===== config.mk =====
export PLATFORM = sky130hd
export DESIGN_NAME = numeric_char_reference_encoder
export DESIGN_NICKNAME = d
export VERILOG_FILES = /design/src/rtl/nce_pkg.sv /design/src/rtl/numeric_char_reference_encoder.sv
export SDC_FILE = /design/constraint.sdc
export NUM_CORES = 1
export LEC_CHECK = 0
export BUFFER_PORTS_ARGS = -buffer_cell sky130_fd_sc_hd__buf_2
export CAP_MARGIN = 15
export CORE_MARGIN = 2
export CORE_UTILIZATION = 40
export DETAILED_ROUTE_END_ITERATION = 16
export GPL_ROUTABILITY_DRIVEN = 0
export GPL_TIMING_DRIVEN = 0
export PLACE_DENSITY_LB_ADDON = 0.05
export SETUP_SLACK_MARGIN = 0.4
export SYNTH_ARGS = -nofsm -noshare
export SYNTH_HDL_FRONTEND = slang
export SYNTH_SLANG_ARGS = --single-unit

===== constraint.sdc =====
create_clock -name clk -period 4.7 [get_ports clk]
set_input_delay 0.94 -clock clk [delete_from_list [all_inputs] [get_ports clk]]
set_output_delay 0.94 -clock clk [all_outputs]
set_load 0.005 [all_outputs]

===== src/rtl/nce_pkg.sv =====
// Package for the numeric character reference encoder.
// Holds widths, ASCII codes, the conversion word type and one double-dabble step.
// Depends on nothing.
package nce_pkg;

    localparam int CODE_W          = 16;
    localparam int BCD_DIGITS      = 5;
    localparam int BCD_W           = 4 * BCD_DIGITS;
    localparam int STAGES          = 4;
    localparam int STEPS_PER_STAGE = CODE_W / STAGES;

    localparam logic [CODE_W-1:0] PASS_LIMIT = 16'd255;

    localparam logic [7:0] CH_AMP  = 8'h26;
    localparam logic [7:0] CH_HASH = 8'h23;
    localparam logic [7:0] CH_SEMI = 8'h3B;
    localparam logic [7:0] CH_ZERO = 8'h30;

    // One character on its way through the binary to decimal conversion.
    typedef struct packed {
        logic              pass;
        logic [7:0]        raw_byte;
        logic [BCD_W-1:0]  bcd;
        logic [CODE_W-1:0] bin;
    } dd_word_t;

    // One shift-and-add-3 step: add 3 to every decimal digit of 5 or more, then shift one bit in.
    function automatic dd_word_t dd_step(input dd_word_t w);
        dd_word_t                   r;
        logic [BCD_W+CODE_W-1:0]    sh;
        r = w;
        for (int d = 0; d < BCD_DIGITS; d++)
        begin
            if (r.bcd[4*d +: 4] >= 4'd5)
            begin
                r.bcd[4*d +: 4] = r.bcd[4*d +: 4] + 4'd3;
            end
        end
        sh    = {r.bcd, r.bin} << 1;
        r.bcd = sh[BCD_W+CODE_W-1:CODE_W];
        r.bin = sh[CODE_W-1:0];
        return r;
    endfunction

endpackage


===== src/rtl/numeric_char_reference_encoder.sv =====
// Numeric character reference encoder: four conversion stages and a byte serializer.
// Uses nce_pkg for widths, ASCII codes and the double-dabble step.
//
// Path: each character passes every conversion stage register, then the serializer.
// Throughput: one word per cycle for codes up to 255 with m_tready high; a larger code holds
// the serializer for its run (&, #, 3 to 5 digits, ;), and the pipeline stalls behind it.
// Reset: rst_n clears all valid bits asynchronously; no payload register is reset.
module numeric_char_reference_encoder
    import nce_pkg::*;
(
    input  logic        clk,
    input  logic        rst_n,
    input  logic        s_tvalid,
    output logic        s_tready,
    input  logic [15:0] s_tdata,   // [15:0] code_unit
    output logic        m_tvalid,
    input  logic        m_tready,
    output logic [7:0]  m_tdata,   // [7:0] out_byte
    output logic        m_tlast    // last_of_run
);

    // Conversion pipeline registers.
    logic [STAGES-1:0] vld_reg;
    dd_word_t          st_reg  [STAGES];
    dd_word_t          st_next [STAGES];
    logic [STAGES:0]   stg_ready;
    logic [STAGES-1:0] in_vld;

    // Serializer registers.
    logic              ser_valid_reg;
    logic              ser_pass_reg;
    logic [7:0]        ser_raw_reg;
    logic [BCD_W-1:0]  ser_digits_reg;
    logic [2:0]        ser_nd_reg;
    logic [2:0]        ser_idx_reg;
    logic [2:0]        ser_nd_next;
    logic              ser_last;
    logic              ser_ready;
    logic [2:0]        dig_sel;
    logic [3:0]        dig_val;

    // Ready chain: a stage takes a new word when it is empty or its word moves on.
    always_comb
    begin
        stg_ready[STAGES] = ser_ready;
        for (int k = STAGES - 1; k >= 0; k--)
        begin
            stg_ready[k] = !vld_reg[k] || stg_ready[k+1];
        end
    end

    assign s_tready = stg_ready[0];

    // Each stage runs a quarter of the shift-and-add-3 steps.
    always_comb
    begin
        dd_word_t w;
        for (int k = 0; k < STAGES; k++)
        begin
            if (k == 0)
            begin
                w.pass     = (s_tdata <= PASS_LIMIT);
                w.raw_byte = s_tdata[7:0];
                w.bcd      = '0;
                w.bin      = s_tdata;
                in_vld[k]  = s_tvalid;
            end
            else
            begin
                w         = st_reg[k-1];
                in_vld[k] = vld_reg[k-1];
            end
            for (int s = 0; s < STEPS_PER_STAGE; s++)
            begin
                w = dd_step(w);
            end
            st_next[k] = w;
        end
    end

    // Pipeline valid bits.
    always_ff @(posedge clk or negedge rst_n)
    begin
        if (!rst_n)
        begin
            vld_reg <= '0;
        end
        else
        begin
            for (int k = 0; k < STAGES; k++)
            begin
                if (stg_ready[k])
                begin
                    vld_reg[k] <= in_vld[k];
                end
            end
        end
    end

    // Pipeline payload.
    always_ff @(posedge clk)
    begin
        for (int k = 0; k < STAGES; k++)
        begin
            if (stg_ready[k] && in_vld[k])
            begin
                st_reg[k] <= st_next[k];
            end
        end
    end

    // Digit count of the finished conversion; a reference always has at least three.
    always_comb
    begin
        if (st_reg[STAGES-1].bcd[19:16] != 4'd0)
        begin
            ser_nd_next = 3'd5;
        end
        else if (st_reg[STAGES-1].bcd[15:12] != 4'd0)
        begin
            ser_nd_next = 3'd4;
        end
        else
        begin
            ser_nd_next = 3'd3;
        end
    end

    // The serializer frees up once the last byte of its run is taken.
    assign ser_last  = ser_pass_reg || (ser_idx_reg == ser_nd_reg + 3'd2);
    assign ser_ready = !ser_valid_reg || (m_tready && ser_last);

    // Serializer control.
    always_ff @(posedge clk or negedge rst_n)
    begin
        if (!rst_n)
        begin
            ser_valid_reg <= 1'b0;
            ser_idx_reg   <= '0;
        end
        else if (ser_ready)
        begin
            ser_valid_reg <= vld_reg[STAGES-1];
            ser_idx_reg   <= '0;
        end
        else if (m_tready)
        begin
            ser_idx_reg <= ser_idx_reg + 3'd1;
        end
    end

    // Serializer payload.
    always_ff @(posedge clk)
    begin
        if (ser_ready && vld_reg[STAGES-1])
        begin
            ser_pass_reg   <= st_reg[STAGES-1].pass;
            ser_raw_reg    <= st_reg[STAGES-1].raw_byte;
            ser_digits_reg <= st_reg[STAGES-1].bcd;
            ser_nd_reg     <= ser_nd_next;
        end
    end

    // Byte selection: digits go out most significant first after '&' and '#'.
    assign dig_sel = ser_nd_reg + 3'd1 - ser_idx_reg;

    always_comb
    begin
        unique case (dig_sel)
            3'd0:    dig_val = ser_digits_reg[3:0];
            3'd1:    dig_val = ser_digits_reg[7:4];
            3'd2:    dig_val = ser_digits_reg[11:8];
            3'd3:    dig_val = ser_digits_reg[15:12];
            3'd4:    dig_val = ser_digits_reg[19:16];
            default: dig_val = 4'd0;
        endcase
    end

    always_comb
    begin
        if (ser_pass_reg)
        begin
            m_tdata = ser_raw_reg;
        end
        else if (ser_idx_reg == 3'd0)
        begin
            m_tdata = CH_AMP;
        end
        else if (ser_idx_reg == 3'd1)
        begin
            m_tdata = CH_HASH;
        end
        else if (ser_last)
        begin
            m_tdata = CH_SEMI;
        end
        else
        begin
            m_tdata = CH_ZERO | {4'h0, dig_val};
        end
    end

    assign m_tvalid = ser_valid_reg;
    assign m_tlast  = ser_valid_reg && ser_last;

`ifndef SYNTHESIS
    // A pass-through character is always a run of one word.
    a_pass_single: assert property (@(posedge clk) disable iff (!rst_n)
        (m_tvalid && ser_pass_reg) |-> m_tlast)
        else $error("pass-through word not marked last");

    // A reference run ends with the semicolon.
    a_ref_end: assert property (@(posedge clk) disable iff (!rst_n)
        (m_tvalid && m_tlast && !ser_pass_reg) |-> (m_tdata == CH_SEMI))
        else $error("reference run does not end with semicolon");

    // The byte position never runs past the end of a reference.
    a_idx_range: assert property (@(posedge clk) disable iff (!rst_n)
        (ser_valid_reg && !ser_pass_reg) |-> (ser_idx_reg <= ser_nd_reg + 3'd2))
        else $error("serializer position out of range");

    // After a non-final word is taken the run continues with the next position.
    a_idx_step: assert property (@(posedge clk) disable iff (!rst_n)
        (m_tvalid && m_tready && !m_tlast) |=>
            (m_tvalid && ser_idx_reg == $past(ser_idx_reg) + 3'd1))
        else $error("serializer position did not advance");
`endif

endmodule


==> summary.md, run 1 <==
The flow ran to the end, and the final reports show no timing, DRC or antenna violations. Clock-pin slew was measured on the worst setup and hold paths at 0.06 ns. For this run, the share of the core covered by cells in the final layout is 46.2%.

The number of antenna violations at the first check in global routing was 0; the count of port buffers added during placement was 30. The clock period minus final worst setup slack came out at 4.07 ns. The global router's overall resource usage is 16.0%. For the DRC violations left, the log shows 0.

Among cell families on the critical path, the largest total delay comes from buffers and inverters. At the end of the flow, the number of nets in the layout was 930. Summed over all nets, wire length on met3 after detailed routing comes to 529 um. At the pin with the least slew margin, the transition time is 1.08 ns. Counting distinct cell types in the post-synthesis netlist gives 76. The logs give 0.42 ns for the insertion delay of the later-clocked pin in the worst-skew pair and 0 for the final number of max-transition violations.

The H-tree generated during clock tree synthesis spans 4 levels. The post-synthesis instance area is 8260 um^2. The clock sink total is 127, and the critical-path maximum fanout is 10.

Data on the critical path is required at its endpoint by 3.76 ns. The fraction of layout instances using a drive strength above 1 came out at 12.1%. Wire segments on met2 add up to 8540 um in the final route.

For the number of global-route vias before repair, the log shows 6,069. The tools report the category of the worst setup path capture point as a primary output. The length of the first detailed-routing pass in iterations came out at 5. For this block, wires on met1 add up to 7400 um.

The top cell types in the final layout, fill and taps aside, are sky130_fd_sc_hd__edfxtp_1, sky130_fd_sc_hd__nand2_1, sky130_fd_sc_hd__o21ai_0. The average instance in the mapped netlist occupies 10.1 um^2. The critical path contains buffers and inverters numbering 3 combined.

The number of max-cap violations was 0; the initial cell density of the core was 40.8%. Entering global routing, the biggest net connects 29 pins. For the total congestion overflow, the log shows 0.

During I/O placement, the number of pins put on the boundary was 31. Standard cell with the maximum stage delay on the critical path: sky130_fd_sc_hd__clkbuf_1. The wire-length estimate of the detail-placed layout is 12,400 um. For this run, the number of Yosys warnings is 0. The cell count after synthesis came out at 820.

Yosys mapped a number of flops with a built-in enable equal to 119. Measured against its own limit, the worst slew margin works out to 27.7%. For the final setup violation count, the log shows 0. For the number of standard-cell rows in the floorplan, the log shows 52. The count of antenna diodes in the layout was 0.

The commonest register cell after synthesis was sky130_fd_sc_hd__edfxtp_1. The run gives 0.76 ns as the flop-to-flop setup slack. The longest clock path from root to sink contains 2 buffers.

The worst hold path belongs to the class input port to async pin. The most prevalent standard cell on the critical path was sky130_fd_sc_hd__o21ai_0. The tools report the net count of the mapped netlist as 880.

The critical path is of the flip-flop to primary output type. Timing would allow up to 0.246 GHz. Counting the buffers created by CTS gives 17. The horizontal die dimension was 148 um. Dividing the detail-routed wire length by the instance count gives 14.5 um. For the number of hold-slack violations in the final timing report, the log shows 0. The area growth from synthesis to layout is 13.1%. In this run the remaining antenna-violating nets after routing total 0. In this run the top signal layer used is met4. The worst setup path is launched from a flip-flop.

For the worst setup path, the data arrival time is 3.13 ns. Setup repair after global routing left no endpoint under its margin. Leaving out fill and tap cells, the most frequent cell in the layout is sky130_fd_sc_hd__edfxtp_1. The first global-routing pass estimated 28,500 um of wire. TritonCTS built the clock tree. The worst path uses 86.5% of the clock period.

Hold repair after CTS inserted 0 buffers. After the first detailed-routing iteration, the DRC count stood at 393. Across the routed clock network, the largest skew measured is 0.00715 ns. Traced cell by cell, the critical path runs through ha_1 -> inv_1 -> ha_1 -> xor2_1 -> xnor2_1 -> clkbuf_1 -> mux2i_1 -> nor2_1 -> a31oi_1 -> o21ai_0 -> o21ai_0 -> o21ai_0 -> buf_2. After synthesis, the share of flip-flops with an asynchronous set or reset is 6.30%. The per-cell via count in the routed design works out to 5.48. The final route contains 6,315 vias. After detailed routing, the total wire length is 16,700 um.

The total area inside the core boundary comes to 20,200 um^2. Sequential cells were found to cover 45.7% of the synthesized design area. The height of the die is 148 um, and the flip-flop count of the largest register, all copies and words added is 88. Counting flops and latches in the post-synthesis netlist gives 127.

Clock tree synthesis selected as its root buffer the cell sky130_fd_sc_hd__clkbuf_16. For the die area, the log shows 21,800 um^2. The maximum cell stage delay along the critical path is 0.43 ns, and the accumulated negative setup slack is 0 ns.
Yosys cell counts (all sizes together) (6+ instances only):
cell      n  area share, %
dfrtp     8            2.4
a21oi    61            3.9
nand2b   18            1.4
mux2i    29            3.5
clkbuf   22            1.0
nand3    20            1.2
nor2     55            2.5
nor3     20            1.2
and2     12           0.91
o22ai    10           0.76
a31oi    10           0.76
edfxtp  119             43
nor3b     7           0.64
xor2      8           0.85
o21ai    72            4.5
ha       40            6.1
a22oi     9           0.82
nand2    70            3.2
mux2     19            2.6
o211ai    9           0.82
a21o      8           0.73
xnor2    33            3.8
inv      48            2.2
a21boi    6           0.55
o21a      8           0.73
layout make-up:
| class | instances | area (um^2) |
|---|---|---|
| Clock inverter | 15 | 139 |
| Buffer | 24 | 92.6 |
| Inverter | 50 | 189 |
| Fill cell | 1911 | 10900 |
| Multi-Input combinational cell | 619 | 4220 |
| Clock buffer | 17 | 425 |
| Timing Repair Buffer | 31 | 165 |
| Sequential cell | 127 | 3770 |
| Tap cell | 270 | 338 |
worst paths after layout:
kind / from / depth (start not counted) / endpoint
worst max-delay path: ser_idx_reg[1] / 13 / m_tdata[3]
worst min-delay path: rst_n / 1 / vld_reg[3]
worst max register to register: st_reg[2][36] / 13 / st_reg[3][17]
worst min register to register: st_reg[3][17] / 0 / ser_digits_reg[5]
max in group asynchronous: rst_n / 1 / vld_reg[1]
min in group clk: st_reg[3][17] / 0 / ser_digits_reg[5]
through the flow:
step | hold slack (ns) | setup slack, ns | std cells | area, um^2
global placement | 0.403 | 0.607 | 1120 | 8750
finish | 0.370 | 0.632 | 1153 | 9350
detailed placement | 0.405 | 0.657 | 1121 | 8770
global route | 0.371 | 0.408 | 1153 | 9350
floorplan | 0.400 | 1.11 | 820 | 8260
CTS | 0.357 | 0.604 | 1153 | 9330
routing by layer:
layer | GRT usage, % | up-vias
met5 | 0 | -
met4 | 5.72 | 0
met3 | 2.84 | 14
met2 | 28.9 | 135
met1 | 19.2 | 2982
li1 | - | 3184
logic make-up (layout without fill, tap and decap cells):
group,Yosys count,count (layout),synth area share [%]
adder cells (fa/ha/maj),40,40,6.06
buffers and inverters,74,137,3.41
AND/OR/NAND/NOR,235,235,13.8
multiplexers,48,48,6.15
AO/OA/AOI/OAI,255,255,20.3
flip-flops,127,127,45.7
XOR/XNOR,41,41,4.62
what timing repair did:
| action | CTS | global route |
|---|---|---|
| gates resized for setup | 0 | 1 |
| hold endpoints to repair | 0 | 0 |
| endpoints found under the setup margin | 0 | 2 |
| setup buffers | 0 | 0 |
worst reg2reg max path: stages (launching register included):
cell and delay, ns:
sky130_fd_sc_hd__edfxtp_1 0.53, sky130_fd_sc_hd__inv_1 0.15, sky130_fd_sc_hd__ha_1 0.28, sky130_fd_sc_hd__nand2b_2 0.11
sky130_fd_sc_hd__a21oi_4 0.24, sky130_fd_sc_hd__mux2i_1 0.40, sky130_fd_sc_hd__o21ai_2 0.16, sky130_fd_sc_hd__xnor2_4 0.30
sky130_fd_sc_hd__clkinv_2 0.20, sky130_fd_sc_hd__ha_1 0.24, sky130_fd_sc_hd__a2111o_1 0.39, sky130_fd_sc_hd__o211a_1 0.17
sky130_fd_sc_hd__o31a_1 0.29, sky130_fd_sc_hd__or2_1 0.22
Power of run 1 is left out: the tool's default activity adds up to more than one toggle a clock period on the data nets, which glitch-free logic cannot reach.
==> inputs of run 2 (changes only) <==
- CELL_PAD_IN_SITES_DETAIL_PLACEMENT: not set -> 2
- CELL_PAD_IN_SITES_GLOBAL_PLACEMENT: not set -> 2
==> summary.md, run 2 (synthesized netlist as in run 1, its figures left out) <==
The logs give 4250 um^2 for the area occupied by multi-input gates and 4 for the length of the first detailed-routing pass in iterations. Measured against its own limit, the worst slew margin works out to 24.1%. The tools report the die area as 21,800 um^2. For the number of buffers on the longest clock path, the log shows 2. The final setup violation count was 0; the DRC violations left was 0. The run gives 0.351 ns as the final-layout worst hold slack. The die is 148 um wide. The library cells used most frequently in the layout, excluding fill and tap cells, are sky130_fd_sc_hd__edfxtp_1, sky130_fd_sc_hd__nand2_1, sky130_fd_sc_hd__o21ai_0. The number of nets still failing antenna checks after routing is 0, and the final non-filler cell area is 9440 um^2.

From synthesis to final layout, the design area changed by 14.3%. The global router's overall resource usage is 22.0%, and the number of standard-cell rows in the floorplan is 52. Of the available clock period, the critical path in the final layout requires 87.5%.

The number of antenna violations at the first check in global routing is 0, and the height of the die is 148 um. The root buffer selected by CTS was sky130_fd_sc_hd__clkbuf_16. The final number of max-transition violations was 0. The core outline area came out at 20,200 um^2. The run finished with clean final reports. The cell that appears most often on the critical path is sky130_fd_sc_hd__ha_1. The tools report the number of cells after detailed placement as 1,121. The number of global-route vias before repair is 7,303.

Summing all placed instances gives a cell area of 8780 um^2. For this design, the sink count on the clock tree is 127. The signal on the critical path passes through inv_1 -> ha_1 -> nand2b_2 -> a21oi_4 -> mux2i_1 -> o21ai_2 -> xnor2_4 -> clkinv_2 -> ha_1 -> a2111o_1 -> o211a_1 -> o31a_1 -> or2_1.

The type of the worst setup path is flip-flop to flip-flop. The number of nets in the finished design came out at 930. The register with the most flip-flops in the layout has 88 of them. The type of the most critical hold path is input port to async pin. Of all nets on the critical path, the largest fanout is 9. The cell family contributing the most delay on the critical path is compound AO/OA/AOI/OAI gates. Cells with a size suffix above 1 make up 12.7% of the layout.

Detailed placement ended at an HPWL of 16,700 um. For this run, the top clock speed supported by timing is 0.243 GHz. The repair_antennas step left the layout with diodes totalling 0. STA puts the critical path data required time at 4.88 ns. For the pin with the worst max-slew slack, the measured transition is 1.11 ns. After clock tree synthesis, the flow added hold-fix buffers numbering 0. The filler cells instantiated in the layout total 2,151.

TritonCTS built the clock tree. After clock tree synthesis, the clock-pin slew on the worst setup and hold paths is 0.06 ns. After global routing the overflow that remains totals 0. Number of hold-slack violations in the final timing report: 0. The routed design could run at a clock period as short as 4.11 ns. The total vias in the final route was 6,578. The logs give 17 for the CTS buffer count and 0 ns for the accumulated negative setup slack. The library cell used most frequently in the layout, excluding fill and tap cells, is sky130_fd_sc_hd__edfxtp_1. 31 I/O pins were placed. After detailed routing, the number of vias per cell comes to 5.71. H-tree level count: 4.

Category of the worst setup path capture point: a flip-flop. For this run, the slowest stage of the critical path takes 0.55 ns. Register area: 3770 um^2. The detailed router finished its first iteration with 297 violations.

The type of origin of the critical path is a flip-flop. The run gives 1,153 as the number of standard cells in the layout, taps in and fillers out. The logs give 0 for the number of setup buffers added after CTS and 4.30 ns for the worst endpoint data arrival time. Buffers placed on the I/O ports in this run total 30. For the worst-skew pair, the clock arrives at the later sink with an insertion delay of 0.43 ns. The first global-routing pass estimated 38,200 um of wire. Setup repair after global routing could not meet its margin everywhere. The run gives 40.8% as the initial cell density of the core.

Total wire length: 23,000 um. Max-cap violations in this run came to 0. On the final layout, the worst clock skew is 0.0177 ns. Routed wire length per instance: 19.9 um.

Entering global routing, the biggest net connects 29 pins. Together, buffers and inverters on the worst path number 2. The slowest stage of the critical path is the sky130_fd_sc_hd__edfxtp_1 cell.
==> run 2: cell types whose count changed in the layout (fill, tap and decap cells not counted), sizes merged <==
cell	change
clkinv	+1
inv	-1
bufinv	+3
clkbuf	+1
clkinvlp	-4
==> run 2: cell type report <==
type | count | share of cell area [%]
timing repair buffer | 31 | 1.88
tap | 270 | 3.58
sequential | 127 | 40.0
multi-input combinational | 619 | 45.0
inverter | 50 | 2.00
buffer | 24 | 1.02
clock inverter | 14 | 2.01
clock buffer | 18 | 4.55
==> run 2: layer usage <==
| metal | wire length, um | global-route usage (%) |
|---|---|---|
| met2 | 12400 | 41.4 |
| met1 | 9630 | 25.4 |
| met4 | 500 | 7.60 |
| met3 | 483 | 3.30 |
| met5 | 0 | 0 |
==> run 2: worst paths after layout <==
path	start	endpoint	slack [ns]	cells after the start
worst max-delay path	st_reg[2][36]	st_reg[3][17]	0.59	13
worst min-delay path	rst_n	ser_idx_reg[2]	0.35	1
worst max register to register	st_reg[2][36]	st_reg[3][17]	0.59	13
worst min register to register	st_reg[3][20]	ser_digits_reg[8]	0.42	0
max in group asynchronous	rst_n	vld_reg[2]	4.14	1
min in group clk	st_reg[3][20]	ser_digits_reg[8]	0.42	0
==> run 2: what timing repair did <==
action	4_1_cts	5_1_grt
hold endpoints to repair	0	0
endpoints found under the setup margin	0	17
resized for setup	0	9
==> run 2: per-stage QoR <==
step	util, %	setup WS, ns
finish	46.6	0.588
global route	46.6	0.319
CTS	46.5	0.400
detailed placement	43.4	0.434
global placement	43.2	0.628
floorplan	-	1.11
Power of run 2 is left out for the same reason.
